`config.mk`:
```
export PLATFORM = sky130hd
export DESIGN_NAME = bnm_ctrl
export DESIGN_NICKNAME = d
export VERILOG_FILES = /design/src/sv/bnm_pkg.sv /design/src/sv/bnm_ctrl.sv
export SDC_FILE = /design/constraint.sdc
export NUM_CORES = 1
export LEC_CHECK = 0
export BUFFER_PORTS_ARGS = -buffer_cell sky130_fd_sc_hd__buf_4
export CAP_MARGIN = 20
export CORE_AREA = 8 8 45 47
export DETAILED_ROUTE_END_ITERATION = 8
export DIE_AREA = 0 0 53 55
export GPL_TIMING_DRIVEN = 1
export PLACE_DENSITY = 0.35
export REMOVE_ABC_BUFFERS = 1
export SLEW_MARGIN = 5
export SYNTH_ARGS = -nofsm -noshare
export SYNTH_HDL_FRONTEND = slang
export SYNTH_SLANG_ARGS = --single-unit
```
`constraint.sdc`:
```
create_clock -name i_clk -period 1.5 [get_ports i_clk]
set_clock_uncertainty 0.05 [all_clocks]
set_input_delay 0.075 -clock i_clk [delete_from_list [all_inputs] [get_ports i_clk]]
set_output_delay 0.075 -clock i_clk [all_outputs]
set_load 0.02 [all_outputs]
```
`src/sv/bnm_pkg.sv`:
```
// Package: shared constants, codes and types of the bus node message responder.
package bnm_pkg;

    localparam int MAX_BLOCKS = 256;
    localparam int ADDR_W     = (MAX_BLOCKS > 1) ? $clog2(MAX_BLOCKS) : 1;
    localparam int CNT_W      = $clog2(MAX_BLOCKS + 1);

    localparam logic [15:0] HEADER_BLOCK = 16'hFFFF;
    localparam logic [15:0] ADDR_RESET   = 16'd4000;
    localparam logic [15:0] BLOCK_BYTES  = 16'd6;

    localparam logic [7:0] CMD_INFO         = 8'd0;
    localparam logic [7:0] CMD_INFO_ACK     = 8'd1;
    localparam logic [7:0] CMD_MEM_GET      = 8'd2;
    localparam logic [7:0] CMD_MEM_GET_ACK  = 8'd3;
    localparam logic [7:0] CMD_MEM_SET      = 8'd4;
    localparam logic [7:0] CMD_MEM_SET_ACK  = 8'd5;
    localparam logic [7:0] CMD_ADDR_SET     = 8'd6;
    localparam logic [7:0] CMD_ADDR_SET_ACK = 8'd7;
    localparam logic [7:0] CMD_MASTER_ACK   = 8'd9;

    localparam logic [3:0] LEN_FULL  = 4'd8;
    localparam logic [3:0] LEN_INFO  = 4'd4;
    localparam logic [3:0] LEN_SHORT = 4'd2;

    typedef enum logic [1:0] {
        ACT_REPLY   = 2'd0,
        ACT_DELIVER = 2'd1,
        ACT_FORWARD = 2'd2
    } t_action;

    typedef enum logic [1:0] {
        S_IDLE,
        S_EXEC,
        S_FWD
    } t_state;

    typedef struct packed {
        logic        is_message;
        logic [15:0] dest_address;
        logic [15:0] source_address;
        logic [7:0]  command;
        logic [15:0] first_word;
        logic [47:0] payload;
    } t_in_item;

    typedef struct packed {
        t_action     action;
        logic [15:0] reply_dest;
        logic [15:0] reply_source;
        logic [7:0]  reply_command;
        logic [15:0] reply_first_word;
        logic [47:0] reply_payload;
        logic [3:0]  reply_length;
        logic        memory_complete;
        logic        block_error;
        logic        last;
    } t_out_item;

    typedef struct packed {
        logic capture;
        logic exec;
        logic fwd;
    } t_dp_cmd;

    typedef struct packed {
        logic [1:0] n_res;
    } t_dp_status;

endpackage

```
`src/sv/bnm_ctrl.sv`:
```
// Controller: sequences capture, execute and second-result phases and the output handshake.
module bnm_ctrl (
    input  logic                i_clk,
    input  logic                i_rst_n,
    input  logic                i_in_valid,
    output logic                o_in_ready,
    output logic                o_out_valid,
    input  logic                i_out_ready,
    input  bnm_pkg::t_dp_status i_status,
    output bnm_pkg::t_dp_cmd    o_cmd
);

    bnm_pkg::t_state r_state;
    bnm_pkg::t_state n_state;
    logic            r_out_valid;
    logic            n_out_valid;
    logic            w_can_load;
    logic            w_load;

    assign w_can_load = !r_out_valid || i_out_ready;

    always_comb begin
        n_state = r_state;
        case (r_state)
            bnm_pkg::S_IDLE: begin
                if (i_in_valid) begin
                    n_state = bnm_pkg::S_EXEC;
                end
            end
            bnm_pkg::S_EXEC: begin
                if (i_status.n_res == 2'd0) begin
                    n_state = bnm_pkg::S_IDLE;
                end else if (w_can_load) begin
                    n_state = (i_status.n_res == 2'd2) ? bnm_pkg::S_FWD : bnm_pkg::S_IDLE;
                end
            end
            bnm_pkg::S_FWD: begin
                if (w_can_load) begin
                    n_state = bnm_pkg::S_IDLE;
                end
            end
            default: begin
                n_state = bnm_pkg::S_IDLE;
            end
        endcase
    end

    always_comb begin
        o_cmd      = '0;
        o_in_ready = 1'b0;
        w_load     = 1'b0;
        case (r_state)
            bnm_pkg::S_IDLE: begin
                o_in_ready  = 1'b1;
                o_cmd.capture = i_in_valid;
            end
            bnm_pkg::S_EXEC: begin
                if (i_status.n_res == 2'd0) begin
                    o_cmd.exec = 1'b1;
                end else if (w_can_load) begin
                    o_cmd.exec = 1'b1;
                    w_load     = 1'b1;
                end
            end
            bnm_pkg::S_FWD: begin
                if (w_can_load) begin
                    o_cmd.fwd = 1'b1;
                    w_load    = 1'b1;
                end
            end
            default: begin
                o_cmd = '0;
            end
        endcase
    end

    assign n_out_valid = (r_out_valid && !i_out_ready) || w_load;
    assign o_out_valid = r_out_valid;

    always_ff @(posedge i_clk) begin
        if (!i_rst_n) begin
            r_state     <= bnm_pkg::S_IDLE;
            r_out_valid <= 1'b0;
        end else begin
            r_state     <= n_state;
            r_out_valid <= n_out_valid;
        end
    end

endmodule

```
==> results of run 1 <==
[through the flow]
| step | std cells | cell area [um^2] | utilization (%) |
|---|---|---|---|
| final | 58 | 404 | 29.2 |
| after global routing | 58 | 404 | 29.2 |
| after CTS | 57 | 380 | 27.5 |
| after detailed placement | 53 | 354 | 25.6 |
| after global placement | 53 | 354 | 25.6 |
| after floorplan | 26 | 251 | - |
[power groups by stage]
| stage | clock, mW | sequential, mW | combinational (mW) |
|---|---|---|---|
| detailed placement | 0 | 0.0954 | 0.145 |
| global route | 0.162 | 0.0977 | 0.168 |
| global placement | 0 | 0.0952 | 0.145 |
| CTS | 0.147 | 0.0945 | 0.146 |
| floorplan | 0 | 0.0965 | 0.0856 |
| finish | 0.137 | 0.0967 | 0.151 |
[layout by cell type, fill, tap and decap left out]
cell type and instances:
ha_4 1, ha_1 2, dfxtp_1 1, clkbuf_4 3, inv_2 1, inv_1 1
mux2i_1 2, nand2b_1 1, dfxtp_2 2, o21ai_0 1, a311oi_4 1, and2b_4 1
or2_4 1, nor2b_1 1, clkbuf_1 1, a21boi_0 2, buf_4 12, o21a_1 1
and3b_2 1, nand2_1 3, nand4b_1 1, and2_1 2
[timing repair]
item / in CTS / in global routing
hold buffers: 0 / 0
setup buffers: 0 / 1
endpoints found under the setup margin: 0 / 2
hold endpoints to repair: 0 / 0
resized for setup: 0 / 6
[critical path, delay by kind of cell (launching register included)]
kind | cells | cell delay [ns]
flops | 1 | 0.33
fa+ha+maj | 1 | 0.15
simple gates | 1 | 0.22
buf+inv | 1 | 0.05
compound gates | 1 | 0.33
mux | 1 | 0.22
[final cells by class]
class / count / area share, %
repair buffers: 12 / 22.3
inverters: 2 / 1.86
flip-flops and latches: 3 / 15.5
clock buffers: 4 / 6.50
multi-input cells: 21 / 48.9
well taps: 16 / 4.95
[worst max path at each step]
| stage | endpoint | slack, ns | cells after the start |
|---|---|---|---|
| 3_5_place_dp | r_state[1] | 0.02 | 5 |
| 5_1_grt | r_state[0] | -0.03 | 5 |
| 3_3_place_gp | r_state[1] | 0.04 | 5 |
| 6_report | r_state[0] | 0.07 | 5 |
| 2_1_floorplan | r_state[0] | 0.02 | 5 |
| 4_1_cts | r_state[0] | 0.01 | 5 |
[kinds of logic (layout without fill, tap and decap cells)]
| group | after synthesis | count (layout) | synth area share [%] |
|---|---|---|---|
| flip-flops | 3 | 3 | 23.9 |
| buffers and inverters | 2 | 18 | 2.99 |
| AO/OA/AOI/OAI | 5 | 5 | 21.4 |
| adder cells (fa/ha/maj) | 3 | 3 | 14.9 |
| multiplexers | 2 | 2 | 7.96 |
| AND/OR/NAND/NOR | 11 | 11 | 28.9 |
[sequential cells by signal (all words and copies together), names as in the netlist]
register,flops
r_state,2
o_out_valid,1
[routing by layer]
layer	vias to the layer above	routed length [um]
met4	0	0
li1	121	-
met2	8	341
met3	0	54
met5	-	0
met1	108	246
==> results.toml, run 1 <==
[pwr]
cellInternalPower_mw = 0.267
p_sw_share_pct = 30.5
p_sw_mw = 0.117
power.density_mw_per_mm2 = 952
total_power_mw = 0.385
pwr-share-clk_pct = 35.6
seqPwrFrac_pct = 25.1
p_leak_nw = 0.179
combPwrFrac_pct = 39.3
vdd_ir_drop_max_mv = 0.326

[yosys]
synth_edf_count = 0
synth-seq-cells = 3
synth_area_leaders = "dfxtp_1 (24%), ha_1 (15%), a311oi_4 (10%), mux2i_1 (8.0%), a21boi_0 (6.0%)"
async_flop_share_pct = 0
synth.top_cells.by_count = "dfxtp_1 (3), ha_1 (3), nand2_1 (3)"
synth_top_area_cell = "dfxtp_1"
avgSynthCellArea_um2 = 9.67
synthFlopType = "dfxtp_1"
synth.distinct_cells = 16
yosysTopAreaCellShare_pct = 23.9
ys_warn_count = 0
syn_inst = 26
synth.yosys.seq_area_share_pct = 23.9
synth_area_um2 = 251

[timing]
rsz0062_at_grt = "yes"
finalHoldViolCount = 0
timing.fmax_ghz = 0.697
worstMarginPinSlew_ns = 0.303
post-route-period-util_pct = 95.6
holdWs_ns = 0.0909
setup_slack_ns = 0.0657
finalSetupViolCount = 0
drv_slew = 0
tns_ns = 0
fin_crit_ns = 1.43
max_slew_margin_pct = 79.8

[flow_run]
drv_cap = 0

[worst_setup_path]
crit_fanout = 3
setup.worst_path.start = "r_state[0]"
crit_type = "flip-flop to flip-flop"
r2r-start = "r_state[0]"
path_cells = "inv_2 > ha_4 > and3b_2 > a311oi_4 > mux2i_1"
startpoint_type = "flip-flop"
r2r_slack_ns = 0.07
worst_r2r_endpoint = "r_state[0]"
required_ns = 1.60
reg2reg_depth = 5
end_kind = "flip-flop"
crit_slowest_cell = "dfxtp_2"
slowest_delay_ns = 0.33
arrival_ns = 1.54

[layout]
nNetsFinal = 52
area.growth.synth_to_final_pct = 60.7
nFillCells = 153
final-seq-area_um2 = 62.6
multiInputGateArea_um2 = 198
n_antenna_cell = 0
layout-drive-gt1-share_pct = 54.8

[placed_design]
dp_hpwl_um = 537
routabilityCongestion = 0.692
pre_cts_ws_ns = 0.0157
io_buffers = 10

[clock_network]
clock_latency_ns = 0.23
clockBufferDepth = 2
h-tree-depth = 1
cts_tree = "built"
cts_sinks = 3
cts_root_buf = "clkbuf_4"
path_clk_slew_ns = 0.03
cts_buffers = 3

[grt]
grt_max_degree = 6
overflow = 0
grtUsageMet3_pct = 5.08
grt.total_usage_pct = 6.06
grt_pass1_wl_um = 1190
antenna_found_initial = 0
grt.busiest_layer = "met2"
grt_pass1_vias = 271
met1_usage_pct = 5.30
grt_util_met2_pct = 9.38

[drt]
drc_errors = 0
routed_wl_um = 642
vias = 237
avgViaCountPerCell = 4.09
ant_nets = 0
drt_iter0_markers = 2
drtPass1Iterations = 2
routedWlPerCell_um = 11.1

[min_path]
whs_path_depth = 3
holdPathEnd = "r_state[1]"
worstHoldStart = "i_rst_n"
min_path_type = "primary input to flip-flop"

[die]
ioPinCount = 11
fp.dieW_um = 53
core_mm2 = 0.00138
rows = 14
start_util_pct = 18.2
die_area_mm2 = 0.00292
die_h_um = 55

[status]
status = "finished clean"
Power figures use the tool's default switching activity.
==> inputs of run 2 (changes only) <==
--- a/config.mk
+++ b/config.mk
@@ -5,6 +5,7 @@
 export SDC_FILE = /design/constraint.sdc
 export NUM_CORES = 1
 export LEC_CHECK = 0
+export ABC_AREA = 1
 export BUFFER_PORTS_ARGS = -buffer_cell sky130_fd_sc_hd__buf_4
 export CAP_MARGIN = 20
 export CORE_AREA = 8 8 45 47
@@ -12,6 +13,7 @@
 export DIE_AREA = 0 0 53 55
 export GPL_TIMING_DRIVEN = 1
 export PLACE_DENSITY = 0.35
+export RECOVER_POWER = 100
 export REMOVE_ABC_BUFFERS = 1
 export SLEW_MARGIN = 5
 export SYNTH_ARGS = -nofsm -noshare
==> results.toml, run 2 <==
[clock_network]
cts_tree = "built"
clockBufferDepth = 2
path_clk_slew_ns = 0.04
cts_buffers = 3
postCtsSetupRepairBufs = 0
cts_hold_buf = 0
cts_root_buf = "clkbuf_4"
h-tree-depth = 1
post_cts_resized = 0
cts_sinks = 3
clock_latency_ns = 0.23

[grt]
grt.total_usage_pct = 4.42
grt_max_degree = 5
grt_pass1_vias = 237
overflow = 0
antenna_found_initial = 0
grt_pass1_wl_um = 910

[worst_setup_path]
crit_type = "flip-flop to output pin"
arrival_ns = 1.22
required_ns = 1.37
slowest_delay_ns = 0.31
end_kind = "output pin"
crit_slowest_cell = "dfxtp_1"
reg2reg_depth = 8
crit_fanout = 4
path_cells = "inv_1 > ha_1 > a21boi_0 > clkbuf_2"
startpoint_type = "flip-flop"

[layout]
layout_common_cells = "inv_1 (11), nand2_1 (8), buf_4 (5)"
largest_reg_flops = 2
final_common_cell = "inv_1"
layoutNonFillerInstCount = 70
nFillCells = 161
area.growth.synth_to_final_pct = 41.8
layout-drive-gt1-share_pct = 24.1
n_antenna_cell = 0
top_register = "r_state"
nNetsFinal = 64

[pwr]
vdd_ir_drop_max_mv = 0.416
p_leak_nw = 0.200
power.density_mw_per_mm2 = 1100

[placed_design]
pre_cts_ws_ns = 0.282
io_buffers = 10
dp_hpwl_um = 489
routabilityCongestion = 0.715
place_inst = 66

[timing]
timing.fmax_ghz = 0.742
max_slew_margin_pct = 82.9
rsz0062_at_grt = "no"
drv_slew = 0
holdWs_ns = 0.0267
tns_ns = 0
finalSetupViolCount = 0
post-route-period-util_pct = 89.9
worstMarginPinSlew_ns = 0.258
setup_slack_ns = 0.152
finalHoldViolCount = 0
fin_crit_ns = 1.35

[drt]
drt_iter0_markers = 2
ant_nets = 0
routedWlPerCell_um = 8.31
drc_errors = 0
avgViaCountPerCell = 3.53
routed_wl_um = 582
drtPass1Iterations = 3
vias = 247

[die]
fp.dieW_um = 53
ioPinCount = 11
start_util_pct = 18.2
rows = 14
core_mm2 = 0.00138
die_area_mm2 = 0.00292
die_h_um = 55

[yosys]
synth_area_leaders = "dfxtp_1 (24%), inv_1 (16%), ha_1 (15%), nand2_1 (12%), nand3_1 (8.0%)"
ys_warn_count = 0
syn_inst = 40
synth_top_area_cell = "dfxtp_1"
synth.top_cells.by_count = "inv_1 (11), nand2_1 (8), nand3_1 (4), nor2_1 (4)"
synth.distinct_cells = 11
avgSynthCellArea_um2 = 6.29
synthFlopType = "dfxtp_1"
yosysTopAreaCellShare_pct = 23.9
synth_edf_count = 0
synth.yosys.seq_area_share_pct = 23.9
synth_area_um2 = 251
synth-seq-cells = 3
async_flop_share_pct = 0
yosysMostFrequentCell = "inv_1"

[min_path]
whs_path_depth = 3
min_path_type = "primary input to flip-flop"

[status]
status = "finished clean"

[flow_run]
drv_cap = 0
run 2: cell types whose count changed in the layout (fill, tap and decap cells not counted), sizes merged, moves of 2 or more:
cell,before,now
and2,2,0
buf,12,5
clkbuf,4,9
nor2,0,5
a21oi,0,3
mux2i,2,0
nand3,0,5
inv,2,12
nand2,3,8
run 2: final cells by class:
| class | count | area (um^2) | share of cell area [%] |
|---|---|---|---|
| multi-input combinational | 25 | 146 | 41.1 |
| sequential | 3 | 60.1 | 16.8 |
| timing repair buffer | 10 | 58.8 | 16.5 |
| inverter | 12 | 45.0 | 12.6 |
| clock buffer | 4 | 26.3 | 7.37 |
| tap | 16 | 20.0 | 5.61 |
run 2: kinds of logic after synthesis:
| kind of cell | after synthesis | share of synthesized area, % |
|---|---|---|
| simple gates | 18 | 34.3 |
| buf+inv | 12 | 17.9 |
| compound gates | 4 | 8.95 |
| fa+ha+maj | 3 | 14.9 |
| flops | 3 | 23.9 |
run 2: per-layer routing:
layer	share of wire, %	wire (um)	track usage [%]	vias up
met5	0	0	0	-
met3	10	58	1.60	0
met2	36	207	4.88	7
met1	54	316	5.75	93
li1	-	-	-	147
met4	0	0	5.17	0
run 2: critical path, delay by kind of cell (launching register included):
family,cells,cell delay [ns]
buffers and inverters,2,0.26
AOI/OAI and AO/OA,1,0.19
adders and majority gates,1,0.22
DFF,1,0.31
run 2: path summary, 6_finish.rpt:
path	start	end	slack (ns)
max	r_state[1]	o_cmd[1]	0.15
min	i_rst_n	r_state[1]	0.03
max reg2reg	r_state[0]	r_state[0]	0.27
min reg2reg	r_state[1]	r_state[1]	0.46
run 2: metrics by stage:
stage	cell area, um^2	total power [mW]	utilization (%)
after CTS	373	0.420	26.9
after detailed placement	347	0.271	25.0
after floorplan	251	0.210	-
after global routing	357	0.434	25.8
final	357	0.392	25.8
after global placement	347	0.276	25.0
run 2: power by group:
part	internal [mW]	leakage [nW]	switching, mW
Sequential	0.0919	0.0247	0.00926
Clock	0.0995	0.0150	0.0397
Combinational	0.0558	0.160	0.0960
Total	0.247	0.200	0.145
